`src/design/apdi_pkg.sv`:
```
// ----------------------------------------------------------------------------
// apdi_pkg
// Shared types and constants for the analog port device identifier.
// ----------------------------------------------------------------------------
package apdi_pkg;

  // Sample and window geometry.
  localparam int unsigned WINDOW = 8;
  localparam int unsigned MV_W   = 13;
  localparam int unsigned IDX_W  = 6;
  localparam int unsigned CNT_W  = 8;

  // Voltage levels in millivolts.
  localparam logic [MV_W-1:0] MV_FULL          = 13'd5000;
  localparam logic [MV_W-1:0] MV_SERIAL_SPREAD = 13'd2500;
  localparam logic [MV_W-1:0] MV_HIGH_LEVEL    = 13'd3000;
  localparam logic [MV_W-1:0] MV_FLAT          = 13'd500;
  localparam logic [MV_W-1:0] MV_LOW_LEVEL     = 13'd1000;
  localparam logic [MV_W-1:0] MV_MID_LEVEL     = 13'd2500;

  // Run counts.
  localparam logic [CNT_W-1:0] SERIAL_CONFIRM = 8'd2;
  localparam logic [CNT_W-1:0] CNT_MAX        = 8'd255;
  localparam logic [CNT_W-1:0] THRESH_RESET   = 8'd3;

  // Device classes, coded as on the result channel.
  typedef enum logic [2:0] {
    CLS_NONE   = 3'd0,
    CLS_SERIAL = 3'd1,
    CLS_TRAIN  = 3'd2,
    CLS_SIMPLE = 3'd3,
    CLS_LIGHT  = 3'd4
  } apdi_class_t;

  // Input transaction payload.
  typedef struct packed {
    logic [MV_W-1:0] ch0_mv;
    logic [MV_W-1:0] ch1_mv;
  } apdi_in_t;

  // Result transaction payload.
  typedef struct packed {
    logic [2:0]       detected_class;
    logic             confirmed;
    logic             release_device;
    logic [CNT_W-1:0] match_count;
  } apdi_out_t;

  // Window extremes of both channels.
  typedef struct packed {
    logic [MV_W-1:0] ch0_low;
    logic [MV_W-1:0] ch0_high;
    logic [MV_W-1:0] ch1_low;
    logic [MV_W-1:0] ch1_high;
  } apdi_ext_t;

  // Window tracker status towards the top level.
  typedef struct packed {
    logic      close;
    apdi_ext_t ext;
  } apdi_win_sts_t;

endpackage

```
`src/design/apdi_window.sv`:
```
// ----------------------------------------------------------------------------
// apdi_window
// Running minimum and maximum of both channels over one sample window.
// ----------------------------------------------------------------------------
module apdi_window (
  input  logic                           clk,
  input  logic                           rst_n,
  input  logic                           step,
  input  apdi_pkg::apdi_in_t             sample,
  output apdi_pkg::apdi_win_sts_t        sts
);

  apdi_pkg::apdi_ext_t                 ext_r;
  apdi_pkg::apdi_ext_t                 ext_nxt;
  apdi_pkg::apdi_ext_t                 ext_upd;
  logic [apdi_pkg::IDX_W-1:0]          idx_r;
  logic [apdi_pkg::IDX_W-1:0]          idx_nxt;
  logic [apdi_pkg::IDX_W:0]            idx_inc;
  logic                                close;

  // Fold the current sample into the stored extremes.
  always_comb begin
    ext_upd = ext_r;
    if (sample.ch0_mv < ext_r.ch0_low)  ext_upd.ch0_low  = sample.ch0_mv;
    if (sample.ch0_mv > ext_r.ch0_high) ext_upd.ch0_high = sample.ch0_mv;
    if (sample.ch1_mv < ext_r.ch1_low)  ext_upd.ch1_low  = sample.ch1_mv;
    if (sample.ch1_mv > ext_r.ch1_high) ext_upd.ch1_high = sample.ch1_mv;
  end

  // The window closes on its last sample.
  assign idx_inc = {1'b0, idx_r} + {{apdi_pkg::IDX_W{1'b0}}, 1'b1};
  assign close   = idx_inc >= (apdi_pkg::IDX_W+1)'(apdi_pkg::WINDOW);

  // A closing window restarts from empty extremes.
  always_comb begin
    ext_nxt = ext_r;
    idx_nxt = idx_r;
    if (step) begin
      if (close) begin
        ext_nxt.ch0_low  = apdi_pkg::MV_FULL;
        ext_nxt.ch0_high = '0;
        ext_nxt.ch1_low  = apdi_pkg::MV_FULL;
        ext_nxt.ch1_high = '0;
        idx_nxt          = '0;
      end else begin
        ext_nxt = ext_upd;
        idx_nxt = idx_inc[apdi_pkg::IDX_W-1:0];
      end
    end
  end

  // Window state registers.
  always_ff @(posedge clk) begin
    if (!rst_n) begin
      ext_r.ch0_low  <= apdi_pkg::MV_FULL;
      ext_r.ch0_high <= '0;
      ext_r.ch1_low  <= apdi_pkg::MV_FULL;
      ext_r.ch1_high <= '0;
      idx_r          <= '0;
    end else begin
      ext_r <= ext_nxt;
      idx_r <= idx_nxt;
    end
  end

  assign sts.close = close;
  assign sts.ext   = ext_upd;

endmodule

```
`src/design/apdi_classify.sv`:
```
// ----------------------------------------------------------------------------
// apdi_classify
// Classifies the spread and levels of a finished window.
// ----------------------------------------------------------------------------
module apdi_classify (
  input  apdi_pkg::apdi_ext_t   ext,
  output apdi_pkg::apdi_class_t cls
);

  logic [apdi_pkg::MV_W-1:0] d0;
  logic [apdi_pkg::MV_W-1:0] d1;
  logic                      ch0_flat;
  logic                      ch1_flat;
  logic                      ch1_flat_low;

  // Spreads of both channels, never negative.
  assign d0 = (ext.ch0_high >= ext.ch0_low) ? ext.ch0_high - ext.ch0_low : '0;
  assign d1 = (ext.ch1_high >= ext.ch1_low) ? ext.ch1_high - ext.ch1_low : '0;

  assign ch0_flat     = d0 < apdi_pkg::MV_FLAT;
  assign ch1_flat     = d1 < apdi_pkg::MV_FLAT;
  assign ch1_flat_low = ch1_flat && (ext.ch1_low <= apdi_pkg::MV_FLAT);

  // Decision tree; the first matching branch decides.
  always_comb begin
    cls = apdi_pkg::CLS_NONE;
    priority if (d1 >= apdi_pkg::MV_SERIAL_SPREAD) begin
      cls = apdi_pkg::CLS_SERIAL;
    end else if (ext.ch0_high >= apdi_pkg::MV_HIGH_LEVEL && ch0_flat) begin
      cls = ch1_flat_low ? apdi_pkg::CLS_TRAIN : apdi_pkg::CLS_NONE;
    end else if (ext.ch0_low <= apdi_pkg::MV_LOW_LEVEL && ch0_flat) begin
      if (ch1_flat_low) begin
        cls = apdi_pkg::CLS_SIMPLE;
      end else if (ext.ch1_low >= apdi_pkg::MV_MID_LEVEL && ch1_flat) begin
        cls = apdi_pkg::CLS_LIGHT;
      end
    end else begin
      cls = apdi_pkg::CLS_NONE;
    end
  end

endmodule

```
`src/design/analog_port_device_identifier_core.sv`:
```
// ----------------------------------------------------------------------------
// analog_port_device_identifier_core
// Identifies the device on an analog port from windows of ID pin samples.
// ----------------------------------------------------------------------------
// The block takes one pair of ID pin voltages per clock cycle and gives one
// result at the end of every window of WINDOW samples; other samples give no
// result. An accepted sample lands in an input register; when it leaves that
// register, the window extremes are updated, and for a sample that closes
// its window the classification and the run count are updated together and
// the result is written to the output register. A sample is taken every
// cycle while the output register is free or the sample does not close a
// window. Samples above 5000 mV count as 5000 mV.
// The confirm threshold may be written at any idle moment.
module analog_port_device_identifier_core (
  input  logic                         clk,
  input  logic                         rst_n,
  input  logic                         in_valid,
  output logic                         in_stall,
  input  apdi_pkg::apdi_in_t           in_data,
  output logic                         out_valid,
  input  logic                         out_stall,
  output apdi_pkg::apdi_out_t          out_data,
  input  logic                         cfg_wr_en,
  input  logic [apdi_pkg::CNT_W-1:0]   cfg_wr_data
);

  logic                         in_vld_r;
  apdi_pkg::apdi_in_t           in_dat_r;
  apdi_pkg::apdi_in_t           in_clamp;
  logic                         out_free;
  logic                         consume;
  logic                         in_take;
  apdi_pkg::apdi_win_sts_t      win_sts;
  apdi_pkg::apdi_class_t        cls;
  apdi_pkg::apdi_class_t        held_r;
  apdi_pkg::apdi_class_t        held_nxt;
  logic [apdi_pkg::CNT_W-1:0]   run_r;
  logic [apdi_pkg::CNT_W-1:0]   run_nxt;
  logic [apdi_pkg::CNT_W-1:0]   thresh_r;
  logic                         confirm;
  logic                         release_dev;
  logic                         out_vld_r;
  logic                         out_vld_nxt;
  apdi_pkg::apdi_out_t          out_dat_r;
  logic                         emit;

  // Saturate incoming samples at full scale.
  assign in_clamp.ch0_mv = (in_data.ch0_mv > apdi_pkg::MV_FULL) ? apdi_pkg::MV_FULL
                                                                  : in_data.ch0_mv;
  assign in_clamp.ch1_mv = (in_data.ch1_mv > apdi_pkg::MV_FULL) ? apdi_pkg::MV_FULL
                                                                  : in_data.ch1_mv;

  // Flow control: a closing sample needs room in the output register.
  assign out_free = !out_vld_r || !out_stall;
  assign consume  = in_vld_r && (!win_sts.close || out_free);
  assign emit     = consume && win_sts.close;
  assign in_stall = in_vld_r && !consume;
  assign in_take  = in_valid && !in_stall;

  // Input register.
  always_ff @(posedge clk) begin
    if (!rst_n) begin
      in_vld_r <= 1'b0;
    end else if (!in_vld_r || consume) begin
      in_vld_r <= in_valid;
    end
  end

  always_ff @(posedge clk) begin
    if (in_take) begin
      in_dat_r <= in_clamp;
    end
  end

  // Window extremes and classification.
  apdi_window u_window (
    .clk    (clk),
    .rst_n  (rst_n),
    .step   (consume),
    .sample (in_dat_r),
    .sts    (win_sts)
  );

  apdi_classify u_classify (
    .ext (win_sts.ext),
    .cls (cls)
  );

  // Run count and held class update.
  always_comb begin
    held_nxt    = held_r;
    run_nxt     = run_r;
    release_dev = 1'b0;
    if (cls == apdi_pkg::CLS_NONE) begin
      run_nxt     = '0;
      release_dev = held_r != apdi_pkg::CLS_NONE;
      held_nxt    = apdi_pkg::CLS_NONE;
    end else if (held_r == cls) begin
      if (run_r != apdi_pkg::CNT_MAX) begin
        run_nxt = run_r + 8'd1;
      end
    end else begin
      held_nxt = cls;
      run_nxt  = '0;
    end
  end

  // Confirmation against the threshold of the class.
  always_comb begin
    unique case (cls)
      apdi_pkg::CLS_NONE:   confirm = 1'b0;
      apdi_pkg::CLS_SERIAL: confirm = run_nxt >= apdi_pkg::SERIAL_CONFIRM;
      default:              confirm = run_nxt >= thresh_r;
    endcase
  end

  // Tracking state and configuration register.
  always_ff @(posedge clk) begin
    if (!rst_n) begin
      held_r   <= apdi_pkg::CLS_NONE;
      run_r    <= '0;
      thresh_r <= apdi_pkg::THRESH_RESET;
    end else begin
      if (emit) begin
        held_r <= held_nxt;
        run_r  <= run_nxt;
      end
      if (cfg_wr_en) begin
        thresh_r <= cfg_wr_data;
      end
    end
  end

  // Output register.
  always_comb begin
    out_vld_nxt = out_vld_r && out_stall;
    if (emit) begin
      out_vld_nxt = 1'b1;
    end
  end

  always_ff @(posedge clk) begin
    if (!rst_n) begin
      out_vld_r <= 1'b0;
    end else begin
      out_vld_r <= out_vld_nxt;
    end
  end

  always_ff @(posedge clk) begin
    if (emit) begin
      out_dat_r.detected_class <= cls;
      out_dat_r.confirmed      <= confirm;
      out_dat_r.release_device <= release_dev;
      out_dat_r.match_count    <= run_nxt;
    end
  end

  assign out_valid = out_vld_r;
  assign out_data  = out_dat_r;

endmodule
```
`config.mk`:
```
export PLATFORM = sky130hd
export DESIGN_NAME = analog_port_device_identifier_core
export DESIGN_NICKNAME = d
export VERILOG_FILES = /design/src/design/apdi_pkg.sv /design/src/design/apdi_window.sv /design/src/design/apdi_classify.sv /design/src/design/analog_port_device_identifier_core.sv
export SDC_FILE = /design/constraint.sdc
export NUM_CORES = 1
export LEC_CHECK = 0
export BUFFER_PORTS_ARGS = -buffer_cell sky130_fd_sc_hd__buf_4
export CORE_MARGIN = 1.5
export CORE_UTILIZATION = 60
export CTS_CLUSTER_DIAMETER = 30
export DETAILED_ROUTE_END_ITERATION = 10
export GPL_TIMING_DRIVEN = 0
export MAX_ROUTING_LAYER = met4
export PLACE_DENSITY = 0.79
export SETUP_SLACK_MARGIN = 0.1
export SLEW_MARGIN = 15
export SYNTH_ARGS = -nofsm -noshare
export SYNTH_HDL_FRONTEND = slang
export SYNTH_SLANG_ARGS = --single-unit
```
`constraint.sdc`:
```
create_clock -name clk -period 9.42 [get_ports clk]
set_input_delay 0.942 -clock clk [delete_from_list [all_inputs] [get_ports clk]]
set_output_delay 0.942 -clock clk [all_outputs]
set_load 0.02 [all_outputs]
```
=== Word-level counts from Yosys, hierarchy flattened ===
Cells that the tools add are included.
Widths: inputs -> output; s select.

* Bits of input ports: 39
* Flip-flop bits (word level): 118

* Add/sub/neg operators: 4
* Mux-type cells: 21
* Reduce and logical (&&, ||, !) cells: 21
* $lt $le $gt $ge: 18
* Eq/ne operators: 4

{| class="wikitable"
|+ Operators by type and width
! operator !! number
|-
| $mux 13 || 6
|-
| $mux 52 || 1
|-
| $ge 13x12->1 const B || 3
|-
| $ge 13x13->1 || 2
|-
| $gt 13x13->1 || 2
|-
| $gt 13x13->1 const B || 2
|-
| $lt 13x13->1 || 2
|-
| $lt 13x9->1 const B || 2
|-
| $sub 13x13->13 || 2
|-
| $mux 8 || 3
|-
| $mux 3 || 7
|-
| $le 13x10->1 const B || 1
|-
| $le 13x9->1 const B || 1
|-
| $logic_and 1x1->1 || 9
|-
| $add 8x1->8 const B || 1
|-
| $ge 8x2->1 const B || 1
|-
| $ge 8x8->1 || 1
|-
| $ne 8x8->1 const B || 1
|-
| $add 6x1->7 const B || 1
|-
| $ge 7x4->1 const B || 1
|-
| $logic_not 1->1 || 6
|-
| $mux 6 || 1
|-
| $eq 3x1->1 const B || 1
|-
| $eq 3x3->1 || 1
|-
| 8 further kinds || 10
|}

=== Depth between registers and ports, before layout ===
* Depth after elaboration: 16
* Depth in mapped cells: 39
* Depth with buffers taken out: 36

=== Hierarchy ===
Synthesis repeated with hierarchy kept, for this count alone.

* Cells, all modules: 892
* Area total of the unflattened synthesis: 8,105.3 µm²

{| class="wikitable"
|+ By module, submodules not included
! module !! cells each !! seq. area each (µm²) !! times used !! area an instance (µm²)
|-
| apdi_window || 435 || 1,161.1 || 1 || 3,837.4
|-
| analog_port_device_identifier_core || 240 || 1,591.5 || 1 || 2,738.9
|-
| apdi_classify || 217 || 0.0 || 1 || 1,529.0
|}

=== Worst setup path after synthesis ===
No wires, ideal clock.

* Path type: flip-flop to flip-flop
* Start: reg in_dat_r[1] (netlist bit)
* End: reg out_dat_r, in the netlist out_data[9], data pin
* Path buffers: 3
* Data arrival time: 7,310 ps
* Stages on the path, launching flop included: 39
* Library setup time: 275 ps
* Path slack: 1,835 ps
* Required time: 9,145 ps
* Path through: edfxtp_1 -> ha_1 -> nor2b_1 -> o21a_1 -> o21a_1 -> o21ai_0 -> a21oi_1 -> o31ai_1 -> a21boi_0 -> o211ai_1 -> a21oi_1 -> clkbuf_1 -> clkbuf_1 -> nand2_1 -> o21ai_0 -> ha_1 -> a2111o_1 -> o211a_1 -> [3 not listed] -> a211oi_1 -> or3_1 -> a221o_1 -> a211oi_4 -> buf_6 -> o21ai_0 -> ha_1 -> nand2b_1 -> a21o_1 -> a21o_1 -> a21oi_1 -> nor2b_1 -> o21ai_0 -> nand2b_1 -> a21oi_1 -> nor2b_1 -> o21ai_0 -> o31ai_1

* Cells in the longest elaborated chain, start to end: 16

{| class="wikitable"
|+ RTL lines
! what !! line !! source
|-
| start, declared || analog_port_device_identifier_core.sv:28 || <nowiki>apdi_pkg::apdi_in_t in_dat_r;</nowiki>
|-
| start signal, assigned || analog_port_device_identifier_core.sv:71 || <nowiki>in_dat_r <= in_clamp;</nowiki>
|-
| $gt 13x13->1 or $lt 13x13->1 (tied branches) || apdi_window.sv:27, apdi_window.sv:26 ||
|-
| $mux 13 (on tied branches) || apdi_window.sv:27, apdi_window.sv:26 ||
|-
| $sub 13x13->13 or $ge 13x13->1 (tied branches) || apdi_classify.sv:18 || <nowiki>assign d1 = (ext.ch1_high >= ext.ch1_low) ? ext.ch1_high - ext.ch1_low : '0;</nowiki>
|-
| $mux 13 || apdi_classify.sv:18 ||
|-
| $lt 13x9->1 || apdi_classify.sv:21 || <nowiki>assign ch1_flat = d1 < apdi_pkg::MV_FLAT;</nowiki>
|-
| $logic_and 1x1->1 || apdi_classify.sv:34 || <nowiki>end else if (ext.ch1_low >= apdi_pkg::MV_MID_LEVEL && ch1_flat) begin</nowiki>
|-
| $mux 3 || apdi_classify.sv:34 ||
|-
| $mux 3 || apdi_classify.sv:32 || <nowiki>if (ch1_flat_low) begin</nowiki>
|-
| $mux 3 || apdi_classify.sv:31 || <nowiki>end else if (ext.ch0_low <= apdi_pkg::MV_LOW_LEVEL && ch0_flat) begin</nowiki>
|-
| $mux 3 || apdi_classify.sv:29 || <nowiki>end else if (ext.ch0_high >= apdi_pkg::MV_HIGH_LEVEL && ch0_flat) begin</nowiki>
|-
| $mux 3 (*) || apdi_classify.sv:27 || <nowiki>priority if (d1 >= apdi_pkg::MV_SERIAL_SPREAD) begin</nowiki>
|-
| $eq 3x3->1 || analog_port_device_identifier_core.sv:98 || <nowiki>end else if (held_r == cls) begin</nowiki>
|-
| $mux 8 || analog_port_device_identifier_core.sv:98 ||
|-
| $mux 8 || analog_port_device_identifier_core.sv:94 || <nowiki>if (cls == apdi_pkg::CLS_NONE) begin</nowiki>
|-
| $ge 8x8->1 or $ge 8x2->1 (tied branches) || analog_port_device_identifier_core.sv:113, analog_port_device_identifier_core.sv:112 ||
|-
| $pmux 1 s2 (*) || analog_port_device_identifier_core.sv:110 || <nowiki>unique case (cls)</nowiki>
|-
| via confirm || analog_port_device_identifier_core.sv:40 || <nowiki>logic confirm;</nowiki>
|-
| end, declared || analog_port_device_identifier_core.sv:44 || <nowiki>apdi_pkg::apdi_out_t out_dat_r;</nowiki>
|}

The timed path passes the listed nets; every way through them passes the cells marked *.
A chain may end at the register's enable or synchronous reset.

=== Worst setup path after layout ===
Ends and elaborated chain as after synthesis.

==> metrics.md <==
| Metric | Value |
|---|---|
| Slew Limit Fails | `0` |
| CTS buffer count | `17` |
| Initial Utilization | `0.6184` |
| Cell with the most instances after synthesis | `nor2_1` |
| Boundary Pins | `between 50 and 60` |
| Initial antenna violation count | `0` |
| Leakage power | `between 0.004 and 0.005 uW` |
| Routed WL | `roughly 21000 um` |
| Vias in the first global route | `just over 7k` |
| Post-Route Setup TNS | `0 ns` |
| Number of max-cap violations | `0` |
| Skew-Pair Late Insertion Delay | `0.41 ns` |
| Synth Flop Type | `dfxtp_1` |
| Routability-driven placement congestion ratio | `roughly 0.96` |
| Drt pass-1 iters | `5` |
| Reg2Reg Setup Slack | `0.69 ns` |
| RSZ-0062 raised after global routing | `no` |
| Final Hold Fails | `0` |
| Reg-to-Reg Start | `in_dat_r[1]` |
| Pin count of the biggest net entering global routing | `23` |
| Top-area cell type share of the netlist area | `0.1916` |
| Critical path class | `reg2reg` |
| Nets | `approximately 1.2k` |
| Root Driver | `clkbuf_16` |
| Hold Path End | `u_window.idx_r[3]` |
| TritonCTS clock tree | `done` |
| Post-Synthesis Cells | `978` |
| WL per Instance | `approximately 17 um` |
| Sequential share of the synthesized area | `0.3335` |
| Syn_area_per_cell | `8.440 um2` |
| Via Count | `7697` |
| Startpoint Class | `flop` |
| Fmax | `114.6 MHz` |
| Hold Path Class | `reg2reg` |
| CP Data Required Time | `around 9.6 ns` |
| Hold Crit Depth | `1` |
| Share of layout cells above drive strength 1 | `0.09953` |
| Final period util | `0.9263` |
| Clock sink total | `118` |
| Crit path largest cell delay | `0.51 ns` |
| Initial drt markers | `620` |
| Final ANT Viol Nets | `0` |
| Cell area after synthesis | `8254 um2` |
| Synth area leaders | `dfxtp_1 19%, edfxtp_1 14%, ha_1 13%` |
| Syn nets | `about 1.1k` |
| Fin crit period | `slightly below 9 ns` |
| Multi-input gate area | `5110 um2` |
| Ys async rst share | `0` |
| Hold Startpoint | `u_window.idx_r[3]` |
| Clock skew | `0.007013 ns` |
| Total number of placement rows | `between 40 and 50` |
| Worst rel slew slack | `0.2893` |
| Top post-synthesis cells by count | `95 x nor2_1, 86 x ha_1, 79 x dfxtp_1, 74 x a21oi_1, 73 x nand2_1` |
| First-pass GRT wire length | `between 30000 and 40000 um` |
| Area grow syn2layout | `15.52%` |
| Status | `finished, final reports clean` |
| GRT overflow | `0` |
| Area leader, netlist | `dfxtp_1` |
| Total track usage | `0.3098` |
| DIE HEIGHT | `~120 um` |
| Reg area | `between 2000 and 3000 um2` |
| Die Area | `roughly 14000 um2` |
| Crit path DAT | `8.88 ns` |
| Worst-margin pin slew | `1.063 ns` |
| DP Area | `8882 um2` |
| Fin Hold WS | `0.4827 ns` |
| #FFs+latches synth | `118` |
| Crit Path Max Fanout | `10` |
| Vias per inst | `~6.2` |
| Dpl hpwl | `approximately 16000 um` |
| Die width | `around 120 um` |
| PortBufs | `52` |
| Power Density | `199.1 nW/um2` |
| DRC viols | `0` |
| Ant diodes | `0` |
| Crit path capture type | `flop` |
| R2r endpoint | `out_data[9]` |
| Total power | `1898 uW` |
| Crit-path slowest cell | `edfxtp_1` |
| Final instance area | `9535 um2` |
| Max VDD drop | `0.1504 mV` |
| Max Buffers Root-to-Sink | `2` |
| H-tree levels | `4` |
| Fillers | `~1.1k` |
| Yosys cell types | `69` |
| Core area | `13350 um2` |
| Hold-fix buffers at CTS | `0` |
| Reg clk slew, reported paths | `about 0.05 ns` |
| Crit-path most repeated cell | `o21ai_0` |
| Final setup vio count | `0` |
| Yosys Warn Count | `0` |
| Number of synthesized flops with an enable pin | `39` |
| Worst reg-to-reg path cell count | `39` |
==> power by group <==
| group | leakage, uW | switching, uW | total (uW) | internal (uW) |
|---|---|---|---|---|
| Sequential | 0.00101 | 34.6 | 590 | 555 |
| Combinational | 0.00282 | 371 | 629 | 259 |
| Clock | 0.000307 | 233 | 679 | 447 |
| Total | 0.00413 | 638 | 1900 | 1260 |
==> logic make-up (layout without fill, tap and decap cells) <==
| kind of cell | count (synthesis) | count (layout) | share of synthesized area |
|---|---|---|---|
| and+or+nand+nor | 337 | 337 | 0.1996 |
| AOI/OAI and AO/OA | 278 | 278 | 0.2242 |
| DFF | 118 | 118 | 0.3335 |
| buffers and inverters | 107 | 194 | 0.04972 |
| adders and majority gates | 87 | 87 | 0.1328 |
| muxes | 37 | 37 | 0.04532 |
| xor gates and xnor gates | 14 | 14 | 0.01486 |
==> cell type report <==
type                    instances  area share
multi-input cells             753      0.5359
flip-flops and latches        118      0.2887
clock buffers                  18     0.04606
repair buffers                 55     0.04409
inverters                      73     0.02874
well taps                     176     0.02309
clock inverters                14     0.01916
plain buffers                  34     0.01430
==> per-layer routing <==
metal  track usage  part of all wire
met1        0.4133              0.46
met2        0.4811              0.46
met3       0.05236             0.065
met4        0.1051             0.023
met5             -                 0
==> state kept, by name, summed over array words and instances (netlist names) <==
name and flops:
held_r 3, out_data 13, u_window.idx_r 6, in_vld_r 1, u_window.ext_r 52, out_valid 1, in_dat_r 26, run_r 8
thresh_r 8
==> critical path: cells and delay by family, from the launching register on <==
kind,cells,cell delay (ns)
fa+ha+maj,3,1.01
buf+inv,4,1.16
flops,1,0.51
compound gates,24,4.44
simple gates,8,1.37
==> worst max path at each step <==
stage                 from           to  slack, ns  cells after the start
2_1_floorplan  in_dat_r[1]  out_data[9]       1.84                     38
3_3_place_gp   in_dat_r[1]  out_data[9]       0.65                     38
3_5_place_dp   in_dat_r[1]  out_data[9]       0.53                     38
4_1_cts        in_dat_r[1]  out_data[9]       0.46                     38
5_1_grt        in_dat_r[1]  out_data[9]       0.11                     39
6_report       in_dat_r[1]  out_data[9]       0.69                     39
==> layout by cell type (no fill, tap or decap), types with 8 or more instances in the layout <==
cell type	synthesis	layout
o31ai_1	10	10
nand2b_1	14	14
nor3_1	15	15
mux2i_1	34	34
nand4_1	14	14
a21oi_1	74	73
nor2b_1	16	15
and2_1	16	16
clkbuf_1	31	31
a22oi_1	16	16
nand3_1	41	41
o41ai_1	12	12
xnor2_1	9	9
a21o_1	34	34
edfxtp_1	39	39
nand2_1	73	73
a31oi_1	8	8
buf_4	0	54
and3_1	17	17
nor4_1	8	8
ha_1	86	86
o211ai_1	17	17
inv_1	72	72
dfxtp_1	79	79
clkbuf_16	0	17
nor2_1	95	95
o21ai_0	49	49
==> metrics by stage <==
step           worst slack (ns)    util  std cells
4_1_cts                  0.4596  0.7120       1239
2_1_floorplan             1.835       -        978
3_5_place_dp             0.5332  0.6654       1207
3_3_place_gp             0.6492  0.6641       1206
5_1_grt                  0.1107  0.7144       1241
6_report                 0.6942  0.7144       1241
==> what timing repair did <==
action / in CTS / in global routing
resized for setup: 0 / 3
setup endpoints to repair: 0 / 1
buffers inserted: 0 / 2
Power figures use the tool's default switching activity.
